[config.mk]
export PLATFORM = sky130hd
export DESIGN_NAME = follower_velocity_from_depth_core_flat
export DESIGN_NICKNAME = d
export VERILOG_FILES = /design/src/rtl/fvd_pkg.sv /design/src/rtl/fvd_in_if.sv /design/src/rtl/fvd_out_if.sv /design/src/rtl/fvd_cfg_if.sv /design/src/rtl/fvd_rotation.sv /design/src/rtl/follower_velocity_from_depth_core.sv /design/src/flat_wrapper.sv
export SDC_FILE = /design/constraint.sdc
export NUM_CORES = 2
export LEC_CHECK = 0
export ABC_AREA = 0
export CAP_MARGIN = 5
export CORE_ASPECT_RATIO = 0.6
export CORE_MARGIN = 3
export CORE_UTILIZATION = 35
export CTS_BUF_LIST = sky130_fd_sc_hd__clkbuf_4 sky130_fd_sc_hd__clkbuf_8
export DETAILED_ROUTE_END_ITERATION = 6
export DONT_BUFFER_PORTS = 1
export GPL_ROUTABILITY_DRIVEN = 0
export GPL_TIMING_DRIVEN = 0
export PLACE_DENSITY_LB_ADDON = 0.08
export SLEW_MARGIN = 0
export SYNTH_ARGS = -nofsm -noshare
export SYNTH_HDL_FRONTEND = slang
export SYNTH_SLANG_ARGS = --single-unit
export TNS_END_PERCENT = 100
[constraint.sdc]
create_clock -name clk_i -period 11.3 [get_ports clk_i]
set_input_delay 1.13 -clock clk_i [delete_from_list [all_inputs] [get_ports clk_i]]
set_output_delay 1.13 -clock clk_i [all_outputs]
set_load 0.1 [all_outputs]
[src/rtl/fvd_pkg.sv]
package fvd_pkg;

  // field widths
  localparam int unsigned BoxW    = 10;
  localparam int unsigned DepthW  = 16;
  localparam int unsigned CentreW = 11;
  localparam int unsigned SpeedW  = 12;
  localparam int unsigned LimW    = 11;
  localparam int unsigned SlopeW  = 12;
  localparam int unsigned OffsetW = 13;
  localparam int unsigned CfgDataW = 16;

  // depth sample fields carried by one item
  localparam int unsigned NumDepthFields      = 5;
  localparam int unsigned DefaultDepthSamples = 5;

  // centre bands in pixels
  localparam logic [CentreW-1:0] BandLeft1  = 11'd100;
  localparam logic [CentreW-1:0] BandLeft2  = 11'd300;
  localparam logic [CentreW-1:0] BandRight1 = 11'd340;
  localparam logic [CentreW-1:0] BandRight2 = 11'd540;

  // rotation base terms, 1.2 and 1.36 in Q16
  localparam int unsigned RotBaseW = 17;
  localparam logic [RotBaseW-1:0] RotBaseLeft  = 17'd78643;
  localparam logic [RotBaseW-1:0] RotBaseRight = 17'd89129;

  // reciprocal table for the mean: ceil(2^24 / n), exact floor for sums up to 2^20
  localparam int unsigned RecipShift = 24;
  localparam int unsigned RecipW     = 25;
  localparam int unsigned RecipIdxW  = 3;
  localparam logic [RecipW-1:0] RecipTable [2**RecipIdxW] = '{
    25'd0,
    25'd16777216,
    25'd8388608,
    25'd5592406,
    25'd4194304,
    25'd3355444,
    25'd2796203,
    25'd2396746
  };

  typedef enum logic [2:0] {
    REG_MIN_VALID_DEPTH = 3'd0,
    REG_FAR_LIMIT       = 3'd1,
    REG_NEAR_LIMIT      = 3'd2,
    REG_FWD_LIMIT       = 3'd3,
    REG_TURN_LIMIT      = 3'd4,
    REG_LINEAR_SLOPE    = 3'd5,
    REG_LINEAR_OFFSET   = 3'd6,
    REG_ROTATION_SLOPE  = 3'd7
  } cfg_reg_e;

  typedef enum logic [2:0] {
    BAND_FULL_LEFT,
    BAND_LEFT,
    BAND_DEAD,
    BAND_RIGHT,
    BAND_FULL_RIGHT
  } rot_band_e;

  typedef struct packed {
    logic [DepthW-1:0]         min_valid_depth;
    logic [DepthW-1:0]         far_limit;
    logic [DepthW-1:0]         near_limit;
    logic [LimW-1:0]           fwd_limit;
    logic [LimW-1:0]           turn_limit;
    logic [SlopeW-1:0]         linear_slope;
    logic signed [OffsetW-1:0] linear_offset;
    logic [SlopeW-1:0]         rotation_slope;
  } fvd_cfg_t;

  localparam fvd_cfg_t CfgReset = '{
    min_valid_depth: 16'd819,
    far_limit:       16'd3072,
    near_limit:      16'd1331,
    fwd_limit:       11'd307,
    turn_limit:      11'd768,
    linear_slope:    12'd120,
    linear_offset:   -13'sd54,
    rotation_slope:  12'd262
  };

  // load strobes of the first two pipeline stages
  typedef struct packed {
    logic s1;
    logic s2;
  } fvd_stage_en_t;

endpackage

[src/rtl/fvd_in_if.sv]
interface fvd_in_if;
  import fvd_pkg::*;

  logic              valid;
  logic              ready;
  logic [BoxW-1:0]   box_left;
  logic [BoxW-1:0]   box_width;
  logic [DepthW-1:0] depth_a;
  logic [DepthW-1:0] depth_b;
  logic [DepthW-1:0] depth_c;
  logic [DepthW-1:0] depth_d;
  logic [DepthW-1:0] depth_e;

  modport source (
    output valid, box_left, box_width, depth_a, depth_b, depth_c, depth_d, depth_e,
    input  ready
  );
  modport sink (
    input  valid, box_left, box_width, depth_a, depth_b, depth_c, depth_d, depth_e,
    output ready
  );
endinterface

[src/rtl/fvd_out_if.sv]
interface fvd_out_if;
  import fvd_pkg::*;

  logic                     valid;
  logic                     ready;
  logic signed [SpeedW-1:0] fwd_speed;
  logic signed [SpeedW-1:0] turn_speed;
  logic [DepthW-1:0]        mean_distance;
  logic                     off_target_warning;
  logic                     target_lost;

  modport source (
    output valid, fwd_speed, turn_speed, mean_distance, off_target_warning,
           target_lost,
    input  ready
  );
  modport sink (
    input  valid, fwd_speed, turn_speed, mean_distance, off_target_warning,
           target_lost,
    output ready
  );
endinterface

[src/rtl/fvd_cfg_if.sv]
interface fvd_cfg_if;
  import fvd_pkg::*;

  logic                valid;
  logic                ready;
  cfg_reg_e            index;
  logic [CfgDataW-1:0] data;

  modport source (output valid, index, data, input ready);
  modport sink (input valid, index, data, output ready);
endinterface

[src/rtl/fvd_rotation.sv]
module fvd_rotation (
  input  logic                             clk_i,
  input  fvd_pkg::fvd_stage_en_t           en_i,
  input  logic [fvd_pkg::BoxW-1:0]         box_left_i,
  input  logic [fvd_pkg::BoxW-1:0]         box_width_i,
  input  fvd_pkg::fvd_cfg_t                cfg_i,
  output logic signed [fvd_pkg::SpeedW-1:0] rot_o,
  output logic                             warn_o
);
  import fvd_pkg::*;

  localparam int unsigned ProdW = SlopeW + CentreW;
  localparam int unsigned AccW  = ProdW + 2;
  localparam int unsigned ShW   = AccW - 6;

  logic [CentreW-1:0] centre;
  rot_band_e          band_d, band_q;
  logic [ProdW-1:0]   prod_d, prod_q;

  logic [RotBaseW-1:0]      base;
  logic signed [AccW-1:0]   acc;
  logic signed [ShW-1:0]    shifted;
  logic signed [SpeedW-1:0] lin_rot;
  logic signed [SpeedW-1:0] rot_d, rot_q;
  logic                     warn_d, warn_q;

  // stage 1: centre, band and slope product
  assign centre = {1'b0, box_left_i} + {2'b00, box_width_i[BoxW-1:1]};
  assign prod_d = ProdW'(cfg_i.rotation_slope) * ProdW'(centre);

  always_comb begin
    if (centre < BandLeft1) begin
      band_d = BAND_FULL_LEFT;
    end else if (centre > BandLeft1 && centre < BandLeft2) begin
      band_d = BAND_LEFT;
    end else if (centre > BandRight1 && centre < BandRight2) begin
      band_d = BAND_RIGHT;
    end else if (centre > BandRight2) begin
      band_d = BAND_FULL_RIGHT;
    end else begin
      band_d = BAND_DEAD;
    end
  end

  always_ff @(posedge clk_i) begin
    if (en_i.s1) begin
      band_q <= band_d;
      prod_q <= prod_d;
    end
  end

  // stage 2: base minus product, round half up, saturate
  assign base    = (band_q == BAND_RIGHT) ? RotBaseRight : RotBaseLeft;
  assign acc     = $signed(AccW'(base)) - $signed(AccW'(prod_q)) + AccW'(32);
  assign shifted = acc[AccW-1:6];

  always_comb begin
    if (shifted > $signed(ShW'(2047))) begin
      lin_rot = 12'sd2047;
    end else if (shifted < -$signed(ShW'(2048))) begin
      lin_rot = {1'b1, {(SpeedW-1){1'b0}}};
    end else begin
      lin_rot = shifted[SpeedW-1:0];
    end
  end

  always_comb begin
    rot_d  = '0;
    warn_d = 1'b0;
    case (band_q)
      BAND_FULL_LEFT: begin
        rot_d  = $signed({1'b0, cfg_i.turn_limit});
        warn_d = 1'b1;
      end
      BAND_FULL_RIGHT: begin
        rot_d  = -$signed({1'b0, cfg_i.turn_limit});
        warn_d = 1'b1;
      end
      BAND_LEFT, BAND_RIGHT: rot_d = lin_rot;
      default: rot_d = '0;
    endcase
  end

  always_ff @(posedge clk_i) begin
    if (en_i.s2) begin
      rot_q  <= rot_d;
      warn_q <= warn_d;
    end
  end

  assign rot_o  = rot_q;
  assign warn_o = warn_q;

endmodule

[src/rtl/follower_velocity_from_depth_core.sv]
// drive command for a target follower, one result per measurement
// in_i carries the box left edge and width and five depth samples (Q10 metres);
// out_o returns forward and turn speed, the mean valid depth and two flags
// cfg_i writes the eight tuning registers by index; it is always ready and
// should only be used while no item is in flight
// every channel moves one transfer at a rising edge with valid and ready high
// a result is offered from the last of four register stages, the first of them
// loaded at the input transfer
// throughput: one item per cycle while the receiver keeps taking results;
// stage 1 masks and sums the samples and forms the rotation product,
// stage 2 divides by the sample count through a reciprocal multiply and
// finishes rotation, stage 3 multiplies by the linear slope, stage 4 rounds,
// clamps and holds the result for the receiver
// each stage advances when it is empty or the next one advances, so while the
// receiver stalls the pipeline fills up to four items before in_i drops
// ready; nothing is lost or repeated
// reset empties the pipeline and loads the default register values
module follower_velocity_from_depth_core #(
  parameter int unsigned DepthSamples = fvd_pkg::DefaultDepthSamples
) (
  input  logic         clk_i,
  input  logic         rst_ni,
  fvd_in_if.sink       in_i,
  fvd_out_if.source    out_o,
  fvd_cfg_if.sink      cfg_i
);
  import fvd_pkg::*;

  // only the first DepthSamples depth fields take part
  localparam int unsigned NumUsed =
    (DepthSamples < NumDepthFields) ? DepthSamples : NumDepthFields;
  localparam int unsigned CntW    = $clog2(NumUsed + 1);
  localparam int unsigned SumW    = DepthW + CntW;
  localparam int unsigned QuotW   = SumW + RecipW;
  localparam int unsigned LProdW  = DepthW + SlopeW;
  localparam int unsigned LAccW   = LProdW + 2;
  localparam int unsigned LShW    = LAccW - 10;

  // configuration registers
  fvd_cfg_t cfg_d, cfg_q;

  assign cfg_i.ready = 1'b1;

  always_comb begin
    cfg_d = cfg_q;
    if (cfg_i.valid && cfg_i.ready) begin
      unique case (cfg_i.index)
        REG_MIN_VALID_DEPTH: cfg_d.min_valid_depth = cfg_i.data;
        REG_FAR_LIMIT:       cfg_d.far_limit       = cfg_i.data;
        REG_NEAR_LIMIT:      cfg_d.near_limit      = cfg_i.data;
        REG_FWD_LIMIT:       cfg_d.fwd_limit       = cfg_i.data[LimW-1:0];
        REG_TURN_LIMIT:      cfg_d.turn_limit      = cfg_i.data[LimW-1:0];
        REG_LINEAR_SLOPE:    cfg_d.linear_slope    = cfg_i.data[SlopeW-1:0];
        REG_LINEAR_OFFSET:   cfg_d.linear_offset   = $signed(cfg_i.data[OffsetW-1:0]);
        REG_ROTATION_SLOPE:  cfg_d.rotation_slope  = cfg_i.data[SlopeW-1:0];
        default:             cfg_d = cfg_q;
      endcase
    end
  end

  always_ff @(posedge clk_i or negedge rst_ni) begin
    if (!rst_ni) begin
      cfg_q <= CfgReset;
    end else begin
      cfg_q <= cfg_d;
    end
  end

  // pipeline control: a stage moves when it is empty or its successor moves
  logic [3:0] vld_d, vld_q;
  logic [3:0] adv;
  logic [3:0] load;

  assign adv[3] = !vld_q[3] || out_o.ready;
  assign adv[2] = !vld_q[2] || adv[3];
  assign adv[1] = !vld_q[1] || adv[2];
  assign adv[0] = !vld_q[0] || adv[1];

  assign in_i.ready = adv[0];

  assign load[0] = adv[0] && in_i.valid;
  assign load[1] = adv[1] && vld_q[0];
  assign load[2] = adv[2] && vld_q[1];
  assign load[3] = adv[3] && vld_q[2];

  assign vld_d[0] = adv[0] ? in_i.valid : vld_q[0];
  assign vld_d[1] = adv[1] ? vld_q[0]   : vld_q[1];
  assign vld_d[2] = adv[2] ? vld_q[1]   : vld_q[2];
  assign vld_d[3] = adv[3] ? vld_q[2]   : vld_q[3];

  always_ff @(posedge clk_i or negedge rst_ni) begin
    if (!rst_ni) begin
      vld_q <= '0;
    end else begin
      vld_q <= vld_d;
    end
  end

  // rotation path runs alongside stages 1 and 2
  fvd_stage_en_t            rot_en;
  logic signed [SpeedW-1:0] rot_s2;
  logic                     warn_s2;

  assign rot_en.s1 = load[0];
  assign rot_en.s2 = load[1];

  fvd_rotation u_rotation (
    .clk_i       (clk_i),
    .en_i        (rot_en),
    .box_left_i  (in_i.box_left),
    .box_width_i (in_i.box_width),
    .cfg_i       (cfg_q),
    .rot_o       (rot_s2),
    .warn_o      (warn_s2)
  );

  // stage 1: window test on each sample, sum and count
  logic [NumDepthFields-1:0][DepthW-1:0] depth;
  logic [NumUsed-1:0]                    in_win;
  logic [SumW-1:0]                       sum_d, sum_q1;
  logic [CntW-1:0]                       cnt_d;
  logic [RecipW-1:0]                     recip_q1;
  logic                                  none_q1;

  assign depth = {in_i.depth_e, in_i.depth_d, in_i.depth_c, in_i.depth_b, in_i.depth_a};

  always_comb begin
    sum_d = '0;
    cnt_d = '0;
    for (int i = 0; i < NumUsed; i++) begin
      in_win[i] = (depth[i] > cfg_q.min_valid_depth) && (depth[i] < cfg_q.far_limit);
      if (in_win[i]) begin
        sum_d = sum_d + SumW'(depth[i]);
        cnt_d = cnt_d + CntW'(1);
      end
    end
  end

  always_ff @(posedge clk_i) begin
    if (load[0]) begin
      sum_q1   <= sum_d;
      recip_q1 <= RecipTable[RecipIdxW'(cnt_d)];
      none_q1  <= (cnt_d == '0);
    end
  end

  // stage 2: mean as sum times reciprocal of the count
  logic [QuotW-1:0]  quot;
  logic [DepthW-1:0] mean_q2;
  logic              none_q2;

  assign quot = QuotW'(sum_q1) * QuotW'(recip_q1);

  always_ff @(posedge clk_i) begin
    if (load[1]) begin
      mean_q2 <= quot[RecipShift +: DepthW];
      none_q2 <= none_q1;
    end
  end

  // stage 3: lost test and distance times slope
  logic [LProdW-1:0]        lprod_q3;
  logic                     mirror_q3;
  logic                     lost_q3;
  logic [DepthW-1:0]        mean_q3;
  logic signed [SpeedW-1:0] rot_q3;
  logic                     warn_q3;

  always_ff @(posedge clk_i) begin
    if (load[2]) begin
      lprod_q3  <= LProdW'(mean_q2) * LProdW'(cfg_q.linear_slope);
      mirror_q3 <= mean_q2 < cfg_q.near_limit;
      lost_q3   <= none_q2 || (mean_q2 >= cfg_q.far_limit);
      mean_q3   <= mean_q2;
      rot_q3    <= rot_s2;
      warn_q3   <= warn_s2;
    end
  end

  // stage 4: mirror, offset, round half up, symmetric clamp
  logic signed [LAccW-1:0]  lterm;
  logic signed [LAccW-1:0]  lacc;
  logic signed [LShW-1:0]   lshift;
  logic signed [LShW-1:0]   lim;
  logic signed [SpeedW-1:0] lin_d;
  logic signed [SpeedW-1:0] rot_d;

  logic signed [SpeedW-1:0] lin_q4;
  logic signed [SpeedW-1:0] rot_q4;
  logic [DepthW-1:0]        mean_q4;
  logic                     warn_q4;
  logic                     lost_q4;

  assign lterm  = mirror_q3 ? -$signed(LAccW'(lprod_q3)) : $signed(LAccW'(lprod_q3));
  assign lacc   = lterm + ($signed(LAccW'(cfg_q.linear_offset)) <<< 10) + LAccW'(512);
  assign lshift = lacc[LAccW-1:10];
  assign lim    = $signed(LShW'(cfg_q.fwd_limit));

  always_comb begin
    if (lost_q3) begin
      lin_d = '0;
    end else if (lshift > lim) begin
      lin_d = lim[SpeedW-1:0];
    end else if (lshift < -lim) begin
      lin_d = -lim[SpeedW-1:0];
    end else begin
      lin_d = lshift[SpeedW-1:0];
    end
    rot_d = lost_q3 ? '0 : rot_q3;
  end

  always_ff @(posedge clk_i) begin
    if (load[3]) begin
      lin_q4  <= lin_d;
      rot_q4  <= rot_d;
      mean_q4 <= mean_q3;
      warn_q4 <= warn_q3;
      lost_q4 <= lost_q3;
    end
  end

  assign out_o.valid              = vld_q[3];
  assign out_o.fwd_speed          = lin_q4;
  assign out_o.turn_speed         = rot_q4;
  assign out_o.mean_distance      = mean_q4;
  assign out_o.off_target_warning = warn_q4;
  assign out_o.target_lost        = lost_q4;

endmodule

[src/flat_wrapper.sv]
// flat-port wrapper written by rule: the top's interface ports become plain ports
module follower_velocity_from_depth_core_flat import fvd_pkg::*;
#(
  parameter int unsigned DepthSamples = fvd_pkg::DefaultDepthSamples
)
  (clk_i, rst_ni, in_i_valid, in_i_box_left, in_i_box_width, in_i_depth_a, in_i_depth_b, in_i_depth_c, in_i_depth_d, in_i_depth_e, in_i_ready, out_o_valid, out_o_fwd_speed, out_o_turn_speed, out_o_mean_distance, out_o_off_target_warning, out_o_target_lost, out_o_ready, cfg_i_valid, cfg_i_index, cfg_i_data, cfg_i_ready);
  fvd_in_if in_i_i ();
  fvd_out_if out_o_i ();
  fvd_cfg_if cfg_i_i ();
  input  logic clk_i;
  input  logic rst_ni;
  input wire logic [$bits(in_i_i.valid)-1:0] in_i_valid;
  input wire logic [$bits(in_i_i.box_left)-1:0] in_i_box_left;
  input wire logic [$bits(in_i_i.box_width)-1:0] in_i_box_width;
  input wire logic [$bits(in_i_i.depth_a)-1:0] in_i_depth_a;
  input wire logic [$bits(in_i_i.depth_b)-1:0] in_i_depth_b;
  input wire logic [$bits(in_i_i.depth_c)-1:0] in_i_depth_c;
  input wire logic [$bits(in_i_i.depth_d)-1:0] in_i_depth_d;
  input wire logic [$bits(in_i_i.depth_e)-1:0] in_i_depth_e;
  output wire logic [$bits(in_i_i.ready)-1:0] in_i_ready;
  output wire logic [$bits(out_o_i.valid)-1:0] out_o_valid;
  output wire logic [$bits(out_o_i.fwd_speed)-1:0] out_o_fwd_speed;
  output wire logic [$bits(out_o_i.turn_speed)-1:0] out_o_turn_speed;
  output wire logic [$bits(out_o_i.mean_distance)-1:0] out_o_mean_distance;
  output wire logic [$bits(out_o_i.off_target_warning)-1:0] out_o_off_target_warning;
  output wire logic [$bits(out_o_i.target_lost)-1:0] out_o_target_lost;
  input wire logic [$bits(out_o_i.ready)-1:0] out_o_ready;
  input wire logic [$bits(cfg_i_i.valid)-1:0] cfg_i_valid;
  input wire logic [$bits(cfg_i_i.index)-1:0] cfg_i_index;
  input wire logic [$bits(cfg_i_i.data)-1:0] cfg_i_data;
  output wire logic [$bits(cfg_i_i.ready)-1:0] cfg_i_ready;
  assign in_i_i.valid = in_i_valid;
  assign in_i_i.box_left = in_i_box_left;
  assign in_i_i.box_width = in_i_box_width;
  assign in_i_i.depth_a = in_i_depth_a;
  assign in_i_i.depth_b = in_i_depth_b;
  assign in_i_i.depth_c = in_i_depth_c;
  assign in_i_i.depth_d = in_i_depth_d;
  assign in_i_i.depth_e = in_i_depth_e;
  assign in_i_ready = in_i_i.ready;
  assign out_o_valid = out_o_i.valid;
  assign out_o_fwd_speed = out_o_i.fwd_speed;
  assign out_o_turn_speed = out_o_i.turn_speed;
  assign out_o_mean_distance = out_o_i.mean_distance;
  assign out_o_off_target_warning = out_o_i.off_target_warning;
  assign out_o_target_lost = out_o_i.target_lost;
  assign out_o_i.ready = out_o_ready;
  assign cfg_i_i.valid = cfg_i_valid;
  assign cfg_i_i.index = cfg_i_index;
  assign cfg_i_i.data = cfg_i_data;
  assign cfg_i_ready = cfg_i_i.ready;
  follower_velocity_from_depth_core #(.DepthSamples(DepthSamples)) u_core (.clk_i(clk_i), .rst_ni(rst_ni), .in_i(in_i_i), .out_o(out_o_i), .cfg_i(cfg_i_i));
endmodule
## Yosys cells after proc, flatten, opt, wreduce, memory -nomap -nowiden

Memories as Yosys holds them, arrays and structs flattened. A register that Yosys moved wholly into a read port is not among the register bits.
Index checks and enable logic that the tools add are counted.

| storage, ports and cells | value |
|---|---|
| input bits | 124 |
| memories kept | 1 |
| register bits after elaboration | 288 |
| word-level logic and storage cells | 145 |
| ROM bits | 200 |
| output and inout bits | 45 |

Memories:

| name | words | bits a word | rd ports | clocked after memory_dff | write ports | RTL line | text |
|---|---|---|---|---|---|---|---|
| (no name shown) | 8 | 25 | 1 | 1 | 0 | follower_velocity_from_depth_core.sv:142 | `recip_q1 <= RecipTable[RecipIdxW'(cnt_d)];` |

| operators by class | value |
|---|---|
| multiply operators | 3 |
| bitwise logic cells | 1 |
| reduce and logical (&&, ||, !) cells | 36 |
| add/sub/neg operators | 17 |
| eq/ne operators | 10 |
| multiplexer cells | 21 |
| order comparisons | 22 |

Operators by type and width:

| cell | number |
|---|---|
| 16-bit < comparator | 6 |
| 16-bit greater-than comparator | 5 |
| 19-bit two-way mux | 4 |
| 19-bit by 16-bit adder with 19-bit output | 3 |
| 19-bit by 25-bit multiplier with 40-bit output | 1 |
| 12-bit two-way mux | 3 |
| 12-bit one-hot mux with 3 select lines | 1 |
| 30-bit by 11-bit adder with 30-bit output (second input constant) | 1 |
| 30-bit by 23-bit adder with 30-bit output | 1 |
| 30-bit two-way mux | 1 |
| 28-bit negator with 30-bit output | 1 |
| 16-bit by 12-bit multiplier with 28-bit output | 1 |
| 24-bit by 7-bit adder with 25-bit output (second input constant) | 1 |
| 11-bit negator with 12-bit output | 2 |
| 17-bit by 23-bit subtractor with 24-bit output | 1 |
| 12-bit by 11-bit multiplier with 23-bit output | 1 |
| 20-bit by 12-bit greater-than comparator with 1-bit output | 1 |
| 20-bit < comparator | 1 |
| 11-bit negator with 20-bit output | 1 |
| 19-bit by 12-bit greater-than comparator with 1-bit output (second input constant) | 1 |
| 19-bit by 12-bit < comparator with 1-bit output (second input constant) | 1 |
| 16-bit by 16-bit adder with 17-bit output | 1 |
| 16-bit greater-or-equal comparator | 1 |
| 16-bit two-way mux | 1 |
| other kinds (25) | 69 |

## Longest topological paths before layout

| logic depth | value |
|---|---|
| word-level depth | 12 |
| gate-level depth with buffers | 48 |

## By module

From an unflattened synthesis, not the netlist that was laid out.

| second synthesis, totals | value |
|---|---|
| cells, all modules | 4660 |
| area, all modules | 45005.7 µm² |

Modules (own cells, without submodules):

| module | area each (µm²) | cells an instance | times used |
|---|---|---|---|
| follower_velocity_from_depth_core | 37086.8 | 3761 | 1 |
| fvd_rotation | 7918.8 | 899 | 1 |

## Worst setup path before layout

Ideal clock, no wire load.

| path | value |
|---|---|
| path kind | input-to-reg |
| from | in in_i_depth_a[1] |
| to | reg u_core.sum_q1[17], data pin |
| buffers on the path | 1 |
| data required time | 11.035 ns |
| cell stages on the path | 44 |
| setup slack | 1.996 ns |
| arrival time | 9.040 ns |
| cell sequence | ha_1 a21o_1 a21o_1 a21o_1 a21o_1 a21o_1 a31oi_1 o21a_1 clkbuf_1 and2_1 ha_1 a21o_1 a21oi_1 o21bai_1 a21oi_1 o21bai_1 a21oi_1 xnor2_1 [8 not listed] and2_1 a31o_2 a31oi_1 nor2b_1 xnor2_1 mux2_2 ha_1 and3_1 a21oi_1 a31oi_1 o21ai_0 nor3b_1 o21bai_1 a21oi_1 nor2_1 or3_1 o211ai_1 xor2_1 |

| between the ends | value |
|---|---|
| longest elaborated chain between the ends | 11 |

RTL lines:

| element | RTL line | text |
|---|---|---|
| start: declaration | flat_wrapper.sv:15 | `input wire logic [$bits(in_i_i.depth_a)-1:0] in_i_depth_a;` |
| 16-bit greater-than comparator or 16-bit < comparator (tied branches) | follower_velocity_from_depth_core.sv:131 | `in_win[i] = (depth[i] > cfg_q.min_valid_depth) && (depth[i] < cfg_q.far_limit);` |
| 1-bit logical AND | follower_velocity_from_depth_core.sv:131 |  |
| 16-bit two-way mux (*) | follower_velocity_from_depth_core.sv:132 | `if (in_win[i]) begin` |
| 16-bit by 16-bit adder with 17-bit output | follower_velocity_from_depth_core.sv:133 | `sum_d = sum_d + SumW'(depth[i]);` |
| 19-bit two-way mux (*) | follower_velocity_from_depth_core.sv:132 |  |
| 19-bit by 16-bit adder with 19-bit output | follower_velocity_from_depth_core.sv:133 |  |
| 19-bit two-way mux (*) | follower_velocity_from_depth_core.sv:132 |  |
| 19-bit by 16-bit adder with 19-bit output | follower_velocity_from_depth_core.sv:133 |  |
| 19-bit two-way mux (*) | follower_velocity_from_depth_core.sv:132 |  |
| 19-bit by 16-bit adder with 19-bit output | follower_velocity_from_depth_core.sv:133 |  |
| 19-bit two-way mux (*) | follower_velocity_from_depth_core.sv:132 |  |
| via u_core.sum_d[17] | follower_velocity_from_depth_core.sv:120 | `logic [SumW-1:0] sum_d, sum_q1;` |
| end signal: assignment | follower_velocity_from_depth_core.sv:141 | `sum_q1 <= sum_d;` |
| end: declaration | follower_velocity_from_depth_core.sv:120 |  |

Mark *: on every way through the listed nets, which the timed path passes. The rest lies on a longest branch.
A chain may end at the register's enable or synchronous reset.

## Worst setup path after layout

| path | value |
|---|---|
| from | reg u_core.recip_q1[20] |
| to | reg u_core.mean_q2[15], data pin |

| between the ends | value |
|---|---|
| longest elaborated chain between the ends | 1 |

RTL lines:

| element | RTL line | text |
|---|---|---|
| start: declaration | follower_velocity_from_depth_core.sv:122 | `logic [RecipW-1:0] recip_q1;` |
| 19-bit by 25-bit multiplier with 40-bit output | follower_velocity_from_depth_core.sv:152 | `assign quot = QuotW'(sum_q1) * QuotW'(recip_q1);` |
| via u_core.quot[39] | follower_velocity_from_depth_core.sv:148 | `logic [QuotW-1:0] quot;` |
| end signal: assignment | follower_velocity_from_depth_core.sv:156 | `mean_q2 <= quot[RecipShift +: DepthW];` |
| end: declaration | follower_velocity_from_depth_core.sv:149 | `logic [DepthW-1:0] mean_q2;` |

The timed path passes the listed nets, and every way through them passes these cells.

==> flow_metrics.py <==
metrics = {
    "run_status": {
        "status": "finished, final reports clean",
    },
    "layout": {
        "n_fill_cell": 12500,
        "multi_input_area_sq_mm": 0.0322,
        "syn_to_final_growth_pct": 8.00,
        "final_layout_size_suffix_gt1_frac": 0.0604,
        "ff_latch_area_sq_mm": 0.00847,
        "final_cells": 6296,
        "nNetsFinal": 5846,
    },
    "synth": {
        "synth-edff-count": 188,
        "yosysWarnings": 0,
        "synth.top_cell.area_share": 0.267,
        "syn_area_per_cell_sq_um": 9.73,
        "syn-num-nets": 5785,
        "yosysUniqueCellTypes": 87,
        "synthCells": 4516,
        "yosys-top-cells-area": "fa_1 (27%), ha_1 (16%), edfxtp_1 (13%)",
        "yosys.area.top_type": "fa_1",
        "syn-cell-area_sq_mm": 0.0439,
        "synth_seq_cells": 299,
        "synth_flop_cell": "edfxtp_1",
        "async_flop_share": 0.371,
        "yosysSeqAreaShare": 0.193,
    },
    "cts": {
        "cts_max_path_buffers": 3,
        "root_buffer": "clkbuf_8",
        "tritoncts": "built",
        "cts_buffers": 54,
        "cts_resized": 0,
        "cts_sinks": 299,
        "clk_pin_slew_ns": 0.07,
        "post_cts_buffers": 0,
        "postCtsHoldBufs": 0,
        "cts_max_level": 2,
        "clock_latency_ns": 0.73,
    },
    "grt": {
        "antenna_found_initial": 22,
        "grt_usage": 0.229,
        "grt_pass1_vias": 31800,
        "overflow": 0,
        "grt_max_degree": 112,
        "grt_pass1_wl_um": 220000,
    },
    "timing": {
        "period_share": 0.957,
        "setup_viol": 0,
        "timing.final.ws_setup_ns": 0.483,
        "finalMaxSlewViolations": 0,
        "relSlewSlack": 0.0721,
        "fin_skew_ns": 0.0720,
        "rsz0062_at_grt": "false",
        "fmax_ghz": 0.0925,
        "tightest_slew_ns": 1.38,
        "hold_violations": 0,
        "period_minus_slack_ns": 10.82,
    },
    "setup_path": {
        "crit_end": "u_core.mean_q2[15]$_DFFE_PP_",
        "reg2regPathDepth": 25,
        "cp.required_ns": 11.74,
        "reg2reg_slack_ns": 0.48,
        "r2r_start": "u_core.recip_q1[20]$_DFFE_PP_",
        "startpoint_type": "register",
        "crit_start": "u_core.recip_q1[20]$_DFFE_PP_",
        "path_class": "reg -> reg",
        "cp.arrival_ns": 11.26,
        "cp-end-kind": "register",
        "r2r_end": "u_core.mean_q2[15]$_DFFE_PP_",
        "cp_max_fo": 10,
    },
    "flow_run": {
        "maxCapViolCount": 0,
    },
    "route": {
        "drc": 0,
        "viasPerCell": 5.05,
        "drtAntennaViolNets": 0,
        "wirelength_um": 148000,
        "wl_per_cell_um": 23.5,
        "vias": 31800,
        "first_pass_iters": 5,
        "drt-initial-drc-count": 2688,
    },
    "placement": {
        "portBuffers": 0,
        "dp_cells": 6187,
        "hpwl_um": 124000,
        "pre_cts_slack_ns": -0.233,
    },
    "floorplan": {
        "die_area_sq_mm": 0.130,
        "initial_utilization": 0.357,
        "die_y_um": 280,
        "die_w_um": 463,
        "io_pins": 169,
        "rows": 99,
        "core_area_sq_mm": 0.123,
    },
    "worst_hold_path": {
        "min_path_type": "in -> async",
    },
}
how the worst min path moves through the flow:
stage                     cells after the start                                startpoint                      endpoint  slack [ns]
after floorplan                               0                  u_core.none_q1$_DFFE_PP_      u_core.none_q2$_DFFE_PP_        0.40
after global placement                        0  u_core.u_rotation.rot_o[8]$_SDFFCE_PN0P_    u_core.rot_q3[8]$_DFFE_PP_        0.40
after detailed placement                      0  u_core.u_rotation.rot_o[0]$_SDFFCE_PN0P_    u_core.rot_q3[0]$_DFFE_PP_        0.40
after CTS                                     0                                    rst_ni  u_core.cfg_q[43]$_DFFE_PN0P_        0.03
after global routing                          0                                    rst_ni   u_core.cfg_q[3]$_DFFE_PN0P_        0.06
final                                         0                                    rst_ni  u_core.cfg_q[43]$_DFFE_PN0P_        0.15
critical path: stages (launching register included):
cell and delay, ns:
edfxtp_1 0.32, clkbuf_1 0.68, clkbuf_1 0.81, nand2_1 0.45, fa_1 0.69, inv_1 0.10
fa_1 0.57, fa_1 0.43, ha_1 0.30, ha_1 0.28, inv_1 0.05, fa_1 0.53
inv_1 0.05, ha_1 0.33, nand4_1 0.12, nor3_1 0.10, a2111oi_0 0.78, o21ai_0 0.40
a41oi_1 0.88, a21oi_1 0.21, o31ai_1 0.89, a21oi_1 0.14, a2111oi_0 0.85, o21bai_1 0.22
a21oi_1 0.24, xnor2_1 0.08
area by class of cell:
class / count / share of cell area
repair buffers: 5 / 0.00232
flip-flops and latches: 299 / 0.179
diodes: 7 / 0.000369
clock inverters: 28 / 0.00665
plain buffers: 131 / 0.0108
clock buffers: 74 / 0.0199
well taps: 1666 / 0.0439
inverters: 739 / 0.0585
multi-input cells: 3347 / 0.679
registers in the layout (all words and copies together) (netlist names), 16 cells and up:
name,count
u_core.out_o.mean_distance,16
u_core.lprod_q3,28
u_core.mean_q3,16
u_core.sum_q1,19
u_core.cfg_q,107
u_core.u_rotation.prod_q,22
u_core.mean_q2,16
cells by family (layout without fill, tap and decap cells):
kind of cell | Yosys count | in the layout | synth area share
AND/OR/NAND/NOR | 1222 | 1222 | 0.139
buffers and inverters | 870 | 977 | 0.0748
XOR/XNOR | 205 | 205 | 0.0410
other | 1 | 8 | 0.0000854
AO/OA/AOI/OAI | 660 | 660 | 0.0973
flip-flops | 299 | 299 | 0.193
adder cells (fa/ha/maj) | 1147 | 1147 | 0.427
multiplexers | 112 | 112 | 0.0284
cell usage in the layout, fill, tap and decap left out, drive strengths merged, types with 43 or more instances in the layout:
master,n
clkbuf,197
mux2,101
xnor2,162
o21ai,161
nor2,158
ha,560
nor3,53
edfxtp,188
nand3,50
nand2,457
a21oi,164
fa,585
inv,742
and2,287
nor2b,56
a21o,107
dfrtp,74
xor2,43
cell usage after synthesis (all sizes together), types with 19 or more instances:
cell / number
xnor2: 162
o21bai: 25
xor2: 43
nor2b: 56
nor3: 53
a211oi: 24
fa: 585
a21o: 107
nand2: 457
dfrtp: 74
inv: 739
or3: 19
o31ai: 19
o21ai: 161
nand2b: 39
edfxtp: 188
ha: 560
o21a: 36
nand4: 30
nand3: 50
dfstp: 37
and2: 287
nor2: 158
mux2: 101
a21oi: 164
clkbuf: 123
metal layers:
layer,up-vias,share of wire,routed length (um),global-route usage
li1,15000,-,-,-
met1,15700,0.52,76900,0.367
met2,1013,0.37,54400,0.297
met3,76,0.10,15500,0.0754
met4,0,0.0090,1330,0.0247
met5,-,0,0,0
stage by stage:
step           hold slack, ns  setup TNS, ns  area [sq um]   util
2_1_floorplan           0.400              0         43900      -
3_3_place_gp            0.405         -0.446         46000  0.374
3_5_place_dp            0.405         -0.233         46100  0.375
4_1_cts                0.0309              0         47400  0.385
5_1_grt                0.0632              0         47400  0.386
6_report                0.149              0         47400  0.386
Power is left out: the tool's default activity adds up to more than one toggle a clock period on the data nets, which glitch-free logic cannot reach.
